==> config.mk <==
export PLATFORM = sky130hd
export DESIGN_NAME = lane_bus_frame_deframer_unit
export DESIGN_NICKNAME = d
export VERILOG_FILES = /design/src/sv/lbfd_pkg.sv /design/src/sv/lbfd_front.sv /design/src/sv/lbfd_queue.sv /design/src/sv/lane_bus_frame_deframer_unit.sv
export SDC_FILE = /design/constraint.sdc
export NUM_CORES = 1
export LEC_CHECK = 0
export BUFFER_PORTS_ARGS = -buffer_cell sky130_fd_sc_hd__buf_4
export CAP_MARGIN = 20
export CORE_ASPECT_RATIO = 2
export CORE_MARGIN = 5
export CORE_UTILIZATION = 35
export DETAILED_ROUTE_END_ITERATION = 7
export SLEW_MARGIN = 20
export SYNTH_ARGS = -nofsm -noshare
export SYNTH_HDL_FRONTEND = slang
export SYNTH_SLANG_ARGS = --single-unit
==> constraint.sdc <==
create_clock -name clk -period 8.2 [get_ports clk]
set_input_delay 0 -clock clk [delete_from_list [all_inputs] [get_ports clk]]
set_output_delay 0 -clock clk [all_outputs]
set_load 0.02 [all_outputs]
==> src/sv/lbfd_pkg.sv <==
// Shared types and constants of the lane bus frame deframer.
// Used by lbfd_front, lbfd_queue and the top level; depends on nothing.
`default_nettype none

package lbfd_pkg;

    // Field widths of the frame format
    localparam int MAX_LANES  = 16;
    localparam int ADDR_BITS  = 16;
    localparam int COUNT_BITS = 12;
    localparam int LEN_BITS   = 6;
    localparam int VALUE_BITS = 12;
    localparam int TYPE_BITS  = 1;

    localparam int LANE_W    = 16;
    localparam int LCNT_W    = 5;
    localparam int SPAN_W    = 11;
    localparam int MIDX_W    = 11;
    localparam int IIDX_W    = 5;
    localparam int WORD_W    = 16;
    localparam int KIND_W    = 3;
    localparam int CFG_IDX_W = 2;
    localparam int CFG_DAT_W = 16;

    // Result queue between front and back
    localparam int QDEPTH = 4;
    localparam int QPTR_W = 2;

    // Result kinds
    localparam logic [KIND_W-1:0] KIND_HDR   = 3'd0;
    localparam logic [KIND_W-1:0] KIND_LEN   = 3'd1;
    localparam logic [KIND_W-1:0] KIND_VAL   = 3'd2;
    localparam logic [KIND_W-1:0] KIND_END   = 3'd3;
    localparam logic [KIND_W-1:0] KIND_UNSUP = 3'd4;

    typedef struct packed {
        logic [LCNT_W-1:0]           lane_count;
        logic signed [ADDR_BITS-1:0] own_first;
        logic [SPAN_W-1:0]           own_span;
    } cfg_t;

    typedef struct packed {
        logic [KIND_W-1:0]            kind;
        logic                         addressed;
        logic signed [ADDR_BITS-1:0]  src_first;
        logic signed [COUNT_BITS-1:0] msg_total;
        logic signed [ADDR_BITS-1:0]  dest;
        logic [MIDX_W-1:0]            msg_index;
        logic [IIDX_W-1:0]            item_index;
        logic signed [WORD_W-1:0]     word;
        logic                         last;
    } res_t;

endpackage

`default_nettype wire

==> src/sv/lbfd_front.sv <==
// Front of the deframer: assembles lane beats into fields and walks the frame.
// Depends on lbfd_pkg; produces at most one result word per accepted beat.
`default_nettype none

module lbfd_front (
    input  wire logic             clk,
    input  wire logic             rst_n,
    input  wire logic             beat_valid,
    input  wire logic [lbfd_pkg::LANE_W-1:0] lanes,
    input  wire lbfd_pkg::cfg_t   cfg,
    output logic                  ev_valid,
    output lbfd_pkg::res_t        ev
);
    import lbfd_pkg::*;

    localparam logic [2:0] PH_TYPE  = 3'd0;
    localparam logic [2:0] PH_SRC   = 3'd1;
    localparam logic [2:0] PH_COUNT = 3'd2;
    localparam logic [2:0] PH_DEST  = 3'd3;
    localparam logic [2:0] PH_LEN   = 3'd4;
    localparam logic [2:0] PH_VAL   = 3'd5;
    localparam logic [2:0] PH_END   = 3'd6;
    localparam logic [2:0] PH_SPARE = 3'd7;

    logic [2:0]                   phase_reg, phase_next;
    logic [LANE_W-1:0]            acc_reg, acc_next;
    logic [4:0]                   taken_reg, taken_next;
    logic signed [ADDR_BITS-1:0]  hdr_src_reg, hdr_src_next;
    logic signed [COUNT_BITS-1:0] hdr_count_reg, hdr_count_next;
    logic signed [ADDR_BITS-1:0]  hdr_dest_reg, hdr_dest_next;
    logic                         ours_reg, ours_next;
    logic [MIDX_W-1:0]            msg_reg, msg_next;
    logic [IIDX_W-1:0]            item_reg, item_next;
    logic signed [LEN_BITS-1:0]   cur_len_reg, cur_len_next;
    logic                         type_bad_reg, type_bad_next;

    logic [4:0]          fld_bits;
    logic [4:0]          lc;
    logic [4:0]          need;
    logic [4:0]          take;
    logic [16:0]         take_mask;
    logic [LANE_W-1:0]   shifted;
    logic [LANE_W-1:0]   acc_new;
    logic [4:0]          taken_new;
    logic                done;

    logic signed [ADDR_BITS-1:0]  dest_v;
    logic signed [LEN_BITS-1:0]   len_v;
    logic signed [VALUE_BITS-1:0] val_v;
    logic signed [17:0]           dest_x, lo_x, hi_x;
    logic                         dest_ours;
    logic [MIDX_W:0]              msg_inc;
    logic                         msgs_done;
    logic [IIDX_W:0]              item_inc;
    logic                         items_done;

    // Field width of the current phase
    always_comb
    begin
        unique case (phase_reg)
            PH_TYPE:  fld_bits = 5'(TYPE_BITS);
            PH_SRC:   fld_bits = 5'(ADDR_BITS);
            PH_COUNT: fld_bits = 5'(COUNT_BITS);
            PH_DEST:  fld_bits = 5'(ADDR_BITS);
            PH_LEN:   fld_bits = 5'(LEN_BITS);
            PH_VAL:   fld_bits = 5'(VALUE_BITS);
            default:  fld_bits = 5'(ADDR_BITS);
        endcase
    end

    // Clamp the lane count and gather this beat's bits
    always_comb
    begin
        if (cfg.lane_count == 5'd0)
            lc = 5'd1;
        else if (cfg.lane_count > 5'(MAX_LANES))
            lc = 5'(MAX_LANES);
        else
            lc = cfg.lane_count;
        need      = (fld_bits > taken_reg) ? (fld_bits - taken_reg) : 5'd0;
        take      = (lc < need) ? lc : need;
        take_mask = (17'd1 << take) - 17'd1;
        shifted   = LANE_W'((lanes & take_mask[LANE_W-1:0]) << taken_reg[3:0]);
        acc_new   = acc_reg | shifted;
        taken_new = taken_reg + take;
        done      = (taken_new >= fld_bits);
    end

    // Signed field views and address match
    always_comb
    begin
        dest_v    = $signed(acc_new[ADDR_BITS-1:0]);
        len_v     = $signed(acc_new[LEN_BITS-1:0]);
        val_v     = $signed(acc_new[VALUE_BITS-1:0]);
        dest_x    = 18'(dest_v);
        lo_x      = 18'(cfg.own_first);
        hi_x      = lo_x + $signed({7'd0, cfg.own_span});
        dest_ours = (dest_v == -16'sd1) || ((dest_x >= lo_x) && (dest_x < hi_x));
        msg_inc   = {1'b0, msg_reg} + 12'd1;
        msgs_done = ($signed({1'b0, msg_inc}) >= 13'(hdr_count_reg));
        item_inc  = {1'b0, item_reg} + 6'd1;
        items_done = ($signed({1'b0, item_inc}) >= 7'(cur_len_reg));
    end

    always_comb
    begin
        phase_next     = phase_reg;
        acc_next       = acc_reg;
        taken_next     = taken_reg;
        hdr_src_next   = hdr_src_reg;
        hdr_count_next = hdr_count_reg;
        hdr_dest_next  = hdr_dest_reg;
        ours_next      = ours_reg;
        msg_next       = msg_reg;
        item_next      = item_reg;
        cur_len_next   = cur_len_reg;
        type_bad_next  = type_bad_reg;

        ev_valid      = 1'b0;
        ev.kind       = KIND_HDR;
        ev.addressed  = ours_reg;
        ev.src_first  = hdr_src_reg;
        ev.msg_total  = hdr_count_reg;
        ev.dest       = hdr_dest_reg;
        ev.msg_index  = msg_reg;
        ev.item_index = '0;
        ev.word       = '0;
        ev.last       = 1'b0;

        if (beat_valid)
        begin
            if (phase_reg != PH_END && phase_reg != PH_SPARE)
            begin
                // Hold partial bits until the field completes
                acc_next   = done ? '0 : acc_new;
                taken_next = done ? 5'd0 : taken_new;
            end
            unique case (phase_reg)
                PH_TYPE:
                begin
                    if (done)
                    begin
                        type_bad_next = acc_new[0];
                        phase_next    = PH_SRC;
                    end
                end
                PH_SRC:
                begin
                    if (done)
                    begin
                        hdr_src_next = $signed(acc_new[ADDR_BITS-1:0]);
                        phase_next   = PH_COUNT;
                    end
                end
                PH_COUNT:
                begin
                    if (done)
                    begin
                        hdr_count_next = $signed(acc_new[COUNT_BITS-1:0]);
                        phase_next     = PH_DEST;
                    end
                end
                PH_DEST:
                begin
                    if (done)
                    begin
                        hdr_dest_next = dest_v;
                        ours_next     = dest_ours;
                        msg_next      = '0;
                        item_next     = '0;
                        ev_valid      = 1'b1;
                        ev.addressed  = dest_ours;
                        ev.dest       = dest_v;
                        ev.msg_index  = '0;
                        if (type_bad_reg)
                        begin
                            ev.kind    = KIND_UNSUP;
                            phase_next = PH_TYPE;
                        end
                        else
                        begin
                            ev.kind    = KIND_HDR;
                            phase_next = (hdr_count_reg > 12'sd0) ? PH_LEN : PH_END;
                        end
                    end
                end
                PH_LEN:
                begin
                    if (done)
                    begin
                        cur_len_next = len_v;
                        item_next    = '0;
                        ev_valid     = ours_reg;
                        ev.kind      = KIND_LEN;
                        ev.word      = WORD_W'(len_v);
                        if (len_v <= 6'sd0)
                        begin
                            // Empty message: advance to the next one
                            msg_next   = msg_inc[MIDX_W-1:0];
                            phase_next = msgs_done ? PH_END : PH_LEN;
                        end
                        else
                            phase_next = PH_VAL;
                    end
                end
                PH_VAL:
                begin
                    if (done)
                    begin
                        item_next     = item_inc[IIDX_W-1:0];
                        ev_valid      = ours_reg;
                        ev.kind       = KIND_VAL;
                        ev.item_index = item_reg;
                        ev.word       = WORD_W'(val_v);
                        if (items_done)
                        begin
                            msg_next   = msg_inc[MIDX_W-1:0];
                            item_next  = '0;
                            phase_next = msgs_done ? PH_END : PH_LEN;
                        end
                    end
                end
                PH_END:
                begin
                    ev_valid   = 1'b1;
                    ev.kind    = KIND_END;
                    ev.last    = 1'b1;
                    phase_next = PH_TYPE;
                    acc_next   = '0;
                    taken_next = 5'd0;
                end
                default:
                begin
                    phase_next = PH_TYPE;
                    acc_next   = '0;
                    taken_next = 5'd0;
                end
            endcase
        end
    end

    always_ff @(posedge clk or negedge rst_n)
    begin
        if (!rst_n)
        begin
            phase_reg     <= PH_TYPE;
            acc_reg       <= '0;
            taken_reg     <= '0;
            hdr_src_reg   <= '0;
            hdr_count_reg <= '0;
            hdr_dest_reg  <= '0;
            ours_reg      <= 1'b0;
            msg_reg       <= '0;
            item_reg      <= '0;
            cur_len_reg   <= '0;
            type_bad_reg  <= 1'b0;
        end
        else
        begin
            phase_reg     <= phase_next;
            acc_reg       <= acc_next;
            taken_reg     <= taken_next;
            hdr_src_reg   <= hdr_src_next;
            hdr_count_reg <= hdr_count_next;
            hdr_dest_reg  <= hdr_dest_next;
            ours_reg      <= ours_next;
            msg_reg       <= msg_next;
            item_reg      <= item_next;
            cur_len_reg   <= cur_len_next;
            type_bad_reg  <= type_bad_next;
        end
    end

`ifndef NO_ASSERTIONS
    a_body_only_ours: assert property (@(posedge clk) disable iff (!rst_n)
        (ev_valid && (ev.kind == KIND_LEN || ev.kind == KIND_VAL)) |-> ours_reg)
        else $error("message word emitted for a frame not addressed here");

    a_last_on_end: assert property (@(posedge clk) disable iff (!rst_n)
        ev_valid |-> (ev.last == (ev.kind == KIND_END)))
        else $error("last flag does not match frame end");

    a_type_one_beat: assert property (@(posedge clk) disable iff (!rst_n)
        (phase_reg == PH_TYPE) |-> (taken_reg == 5'd0))
        else $error("partial bits held while waiting for a type field");
`endif

endmodule

`default_nettype wire

==> src/sv/lbfd_queue.sv <==
// Back of the deframer: short result queue that parts the parser from the reader.
// Depends on lbfd_pkg; the head entry drives the result ports directly.
`default_nettype none

module lbfd_queue (
    input  wire logic           clk,
    input  wire logic           rst_n,
    input  wire logic           wr,
    input  wire lbfd_pkg::res_t wr_data,
    input  wire logic           rd,
    output lbfd_pkg::res_t      head,
    output logic                full,
    output logic                empty
);
    import lbfd_pkg::*;

    res_t                mem [QDEPTH];
    logic [QPTR_W-1:0]   wr_ptr_reg, wr_ptr_next;
    logic [QPTR_W-1:0]   rd_ptr_reg, rd_ptr_next;
    logic [QPTR_W:0]     count_reg, count_next;
    logic                do_wr, do_rd;

    assign full  = (count_reg == (QPTR_W+1)'(QDEPTH));
    assign empty = (count_reg == '0);
    assign head  = mem[rd_ptr_reg];
    assign do_wr = wr && !full;
    assign do_rd = rd && !empty;

    always_comb
    begin
        wr_ptr_next = do_wr ? wr_ptr_reg + 1'b1 : wr_ptr_reg;
        rd_ptr_next = do_rd ? rd_ptr_reg + 1'b1 : rd_ptr_reg;
        count_next  = count_reg + (QPTR_W+1)'(do_wr) - (QPTR_W+1)'(do_rd);
    end

    always_ff @(posedge clk)
    begin
        if (do_wr)
            mem[wr_ptr_reg] <= wr_data;
    end

    always_ff @(posedge clk or negedge rst_n)
    begin
        if (!rst_n)
        begin
            wr_ptr_reg <= '0;
            rd_ptr_reg <= '0;
            count_reg  <= '0;
        end
        else
        begin
            wr_ptr_reg <= wr_ptr_next;
            rd_ptr_reg <= rd_ptr_next;
            count_reg  <= count_next;
        end
    end

`ifndef NO_ASSERTIONS
    a_no_overflow: assert property (@(posedge clk) disable iff (!rst_n)
        full |-> !wr)
        else $error("result word pushed into a full queue");

    a_count_bound: assert property (@(posedge clk) disable iff (!rst_n)
        count_reg <= (QPTR_W+1)'(QDEPTH))
        else $error("queue count beyond depth");

    a_count_grow: assert property (@(posedge clk) disable iff (!rst_n)
        (do_wr && !do_rd) |=> (count_reg == $past(count_reg) + 1'b1))
        else $error("queue count did not advance on push");
`endif

endmodule

`default_nettype wire

==> src/sv/lane_bus_frame_deframer_unit.sv <==
// Top level of the lane bus frame deframer: configuration registers,
// parser front (lbfd_front) and result queue (lbfd_queue). Depends on lbfd_pkg.
//
// Usage:
//   Input channel: drive one lane beat on lanes and raise push; the beat is
//   taken at a clock edge with push high and full low. Lane 0 is bit 0.
//   Result channel: while empty is low the oldest result word sits on the
//   result ports; raise pop to take it at the clock edge.
//   Config channel: cfg_index selects lane_count (0), own_first (1) or
//   own_span (2); cfg_ready is always high, so a write lands on any edge
//   with cfg_valid high. Index 3 is ignored. Write only while idle.
// Timing:
//   One beat per cycle while full is low. A beat that yields a result word
//   writes it into the 4-entry queue at that edge, so with the queue empty it
//   shows on the result ports from the next cycle. The parser takes one step per
//   beat; the queue depth bounds how long the reader may stall before full
//   rises and back-pressures the input.
// Reset:
//   rst_n low clears the parser to await a type field, empties the queue
//   and loads lane_count 8, own_first 0, own_span 1.
`default_nettype none

module lane_bus_frame_deframer_unit (
    input  wire logic                               clk,
    input  wire logic                               rst_n,
    // beat input
    input  wire logic                               push,
    output logic                                    full,
    input  wire logic [lbfd_pkg::LANE_W-1:0]        lanes,
    // result output
    output logic                                    empty,
    input  wire logic                               pop,
    output logic [lbfd_pkg::KIND_W-1:0]             kind,
    output logic                                    addressed,
    output logic signed [lbfd_pkg::ADDR_BITS-1:0]   src_first,
    output logic signed [lbfd_pkg::COUNT_BITS-1:0]  msg_total,
    output logic signed [lbfd_pkg::ADDR_BITS-1:0]   dest,
    output logic [lbfd_pkg::MIDX_W-1:0]             msg_index,
    output logic [lbfd_pkg::IIDX_W-1:0]             item_index,
    output logic signed [lbfd_pkg::WORD_W-1:0]      word,
    output logic                                    last,
    // configuration writes
    input  wire logic                               cfg_valid,
    output logic                                    cfg_ready,
    input  wire logic [lbfd_pkg::CFG_IDX_W-1:0]     cfg_index,
    input  wire logic [lbfd_pkg::CFG_DAT_W-1:0]     cfg_data
);
    import lbfd_pkg::*;

    localparam logic [CFG_IDX_W-1:0] REG_LANE_COUNT = 2'd0;
    localparam logic [CFG_IDX_W-1:0] REG_OWN_FIRST  = 2'd1;
    localparam logic [CFG_IDX_W-1:0] REG_OWN_SPAN   = 2'd2;

    cfg_t   cfg_reg, cfg_next;
    logic   beat_valid;
    logic   ev_valid;
    res_t   ev;
    res_t   head;

    // Registers take a write on any cycle
    assign cfg_ready = 1'b1;

    always_comb
    begin
        cfg_next = cfg_reg;
        if (cfg_valid)
        begin
            unique case (cfg_index)
                REG_LANE_COUNT: cfg_next.lane_count = cfg_data[LCNT_W-1:0];
                REG_OWN_FIRST:  cfg_next.own_first  = $signed(cfg_data[ADDR_BITS-1:0]);
                REG_OWN_SPAN:   cfg_next.own_span   = cfg_data[SPAN_W-1:0];
                default:        cfg_next = cfg_reg;
            endcase
        end
    end

    always_ff @(posedge clk or negedge rst_n)
    begin
        if (!rst_n)
        begin
            cfg_reg.lane_count <= LCNT_W'(8);
            cfg_reg.own_first  <= '0;
            cfg_reg.own_span   <= SPAN_W'(1);
        end
        else
            cfg_reg <= cfg_next;
    end

    // Accept a beat only while the queue has room for its result
    assign beat_valid = push && !full;

    lbfd_front u_front (
        .clk        (clk),
        .rst_n      (rst_n),
        .beat_valid (beat_valid),
        .lanes      (lanes),
        .cfg        (cfg_reg),
        .ev_valid   (ev_valid),
        .ev         (ev)
    );

    lbfd_queue u_queue (
        .clk     (clk),
        .rst_n   (rst_n),
        .wr      (ev_valid),
        .wr_data (ev),
        .rd      (pop),
        .head    (head),
        .full    (full),
        .empty   (empty)
    );

    // Break the head word out onto the result ports
    assign kind       = head.kind;
    assign addressed  = head.addressed;
    assign src_first  = head.src_first;
    assign msg_total  = head.msg_total;
    assign dest       = head.dest;
    assign msg_index  = head.msg_index;
    assign item_index = head.item_index;
    assign word       = head.word;
    assign last       = head.last;

endmodule

`default_nettype wire

==> impl_metrics.json <==
{
  "nets": 1888,
  "grt_pass1_vias": 14559,
  "gp_congestion": 0.911,
  "cp-end-kind": "flip-flop",
  "synth_seq_area_share_pct": 58.6,
  "h-tree-depth": 2,
  "grt_overflow_total": 0,
  "hp-class": "in -> reg",
  "status": "finished, final reports clean",
  "synth.cell_area_um2": 21400,
  "cts_tree": "done",
  "coreArea_um2": 60700,
  "drcViolationCount": 0,
  "skew_ns": 0.0247,
  "fin_crit_sh_pct": 95.8,
  "syn2layout_area_growth_pct": 17.1,
  "clk_pin_slew_ns": 0.07,
  "row_count": 128,
  "die-area_um2": 66400,
  "min_period_ns": 7.86,
  "antennaDiodeCount": 0,
  "synthCells": 1589,
  "finalSetupViolations": 0,
  "maxSlewHeadroom_pct": 27.7,
  "cts_max_path_buffers": 3,
  "place_hpwl_mm": 43.4,
  "async_flop_share_pct": 29.8,
  "port_buffers": 121,
  "via_per_inst": 5.43,
  "synth_edf_count": 308,
  "path_class": "reg -> reg",
  "worstPathArrival_ns": 8.14,
  "grt_first_pass_wirelength_mm": 90.4,
  "max_freq_ghz": 0.127,
  "stdcell_count": 2567,
  "cpMaxStageDelayCell": "or4_1",
  "synth_fp_nets": 1720,
  "critPathLaunchType": "flip-flop",
  "pin_count": 123,
  "grt_max_degree": 66,
  "clk_latency_ns": 0.55,
  "drive_above_1_share_pct": 24.2,
  "dr.first_iter.drc_count": 812,
  "tightest_slew_ns": 1.08,
  "drt_wl_total_mm": 59.8,
  "grt_use_total_pct": 17.8,
  "die_x_um": 185,
  "post-route-util_pct": 41.2,
  "cts_made_buffers": 39,
  "slew_violations": 0,
  "final.fill_count": 5624,
  "synth-seq-cells": 439,
  "synth.avg_cell_area_um2": 13.4,
  "placed_cells": 2469,
  "first_pass_iters": 5,
  "required_ns": 8.48,
  "cts-root-buf": "clkbuf_16",
  "ys.flop_type": "edfxtp_1",
  "clock_sinks": 439,
  "vias": 13943,
  "ys_types": 108,
  "initial_core_util_pct": 35.2,
  "largest_reg_flops": 308,
  "ys_warn_count": 0,
  "avgRoutedWirePerCell_um": 23.3,
  "die_h_um": 359,
  "cap_violations": 0,
  "drtAntennaViolNets": 0,
  "hold_viol_final": 0,
  "antenna_found_initial": 0,
  "slowest_delay_ns": 0.54,
  "worstPathMaxFanout": 9
}
## worst max-delay path: cells and delay by family (launching register included)
family,cells,cell delay (ns)
AO/OA/AOI/OAI,19,3.08
adder cells (fa/ha/maj),4,1.12
buffers and inverters,6,0.83
flip-flops,1,0.46
AND/OR/NAND/NOR,8,2.09
## final cells by class
type | instances | area (um^2) | share of cell area, %
Clock buffer | 54 | 1110 | 4.46
Clock inverter | 17 | 198 | 0.790
Inverter | 98 | 369 | 1.48
Multi-Input combinational cell | 972 | 8190 | 32.7
Sequential cell | 439 | 12500 | 50.1
Tap cell | 780 | 976 | 3.90
Timing Repair Buffer | 207 | 1630 | 6.52
## cell usage in the layout (no fill, tap or decap), drive strengths merged, types with 9 or more instances in the layout
cell,netlist,layout
o21ai,88,88
xnor2,32,32
nor2b,17,17
nand2b,14,14
nor3,27,27
and3,13,13
nand2,103,103
a21oi,83,83
nand4,21,21
clkbuf,52,54
ha,88,88
dfrtp,129,129
a21o,26,26
and2,19,19
clkinv,2,12
nor2,74,74
inv,96,96
o21bai,11,11
nor3b,9,9
dlygate4sd3,0,21
mux2,37,37
nor4,10,10
edfxtp,308,308
o21a,18,18
mux4,77,77
nand3,34,34
buf,28,186
mux2i,14,14
## metal layers
layer	global-route usage [%]	vias up	part of all wire [%]
li1	-	6357	-
met1	19.6	7117	36
met2	33.6	337	55
met3	1.92	132	3.5
met4	8.53	0	5.5
met5	0	-	0
## path summary, 6_finish.rpt
check                                                    start                                   to  slack (ns)  cells past startpoint
setup / recovery              u_front.phase_reg[2]$_DFFE_PN0P_         u_queue.mem[2][77]$_DFFE_PP_        0.34                     37
hold / removal                                            push     u_front.taken_reg[3]$_DFFE_PN0P_        0.11                      3
setup reg to reg              u_front.phase_reg[2]$_DFFE_PN0P_         u_queue.mem[2][77]$_DFFE_PP_        0.34                     37
hold reg to reg            u_front.hdr_dest_reg[5]$_DFFE_PN0P_  u_front.hdr_dest_reg[5]$_DFFE_PN0P_        0.47                      2
max in group asynchronous                                rst_n     u_front.phase_reg[2]$_DFFE_PN0P_        6.39                      5
min in group asynchronous                                rst_n              cfg_reg[30]$_DFFE_PN1P_        0.56                      3
## cell usage after synthesis (all sizes together) (6+ instances only)
library cell,instances,area (um^2)
a21oi,83,419
mux4,77,1730
nor3,27,145
and3,13,91.3
nand2,103,392
o31ai,8,60.1
nand4,21,131
and2,19,119
nor2b,17,106
o2111ai,6,52.6
o21a,18,135
o21ai,88,444
edfxtp,308,9250
o21bai,11,86.3
clkbuf,52,195
o211ai,8,65.1
mux2,37,420
mux2i,14,140
nand3,34,175
dfrtp,129,3230
nor4,10,96.4
o211a,6,60.1
or2,7,43.8
o22ai,7,43.8
nor3b,9,82.6
buf,28,180
a211oi,8,65.1
a21o,26,195
xnor2,32,280
nand2b,14,87.6
inv,96,360
nor2,74,278
a31oi,8,50.1
or3,8,55.1
ha,88,1100
## per-stage QoR
step | hold slack [ns] | setup slack [ns] | instance area [um^2] | TNS [ns]
3_3_place_gp | -0.0296 | 0.161 | 23300 | 0
6_report | 0.114 | 0.344 | 25000 | 0
3_5_place_dp | -0.0164 | -0.113 | 23300 | -0.451
2_1_floorplan | -0.296 | 0.104 | 21400 | 0
5_1_grt | 0.156 | -0.0283 | 25000 | -0.102
4_1_cts | 0.0812 | 0.0555 | 24900 | 0
## cells by family after synthesis
logic type               Yosys count  synth area share (%)
AO/OA/AOI/OAI                    337                  10.7
flip-flops                       439                  58.6
multiplexers                     128                  10.7
other                              1                0.0175
XOR/XNOR                          37                  1.52
AND/OR/NAND/NOR                  377                  9.37
buffers and inverters            178                  3.48
adder cells (fa/ha/maj)           92                  5.53
## what timing repair did
action,in CTS,in global routing
endpoints found under the setup margin,4,52
resized for setup,2,23
endpoints found under the hold margin,83,0
hold buffers,22,0
setup buffers,0,5
pin swaps,0,5
Power is not shown: default switching activity piles up to over one toggle a cycle in this logic, so the estimate is an artifact.
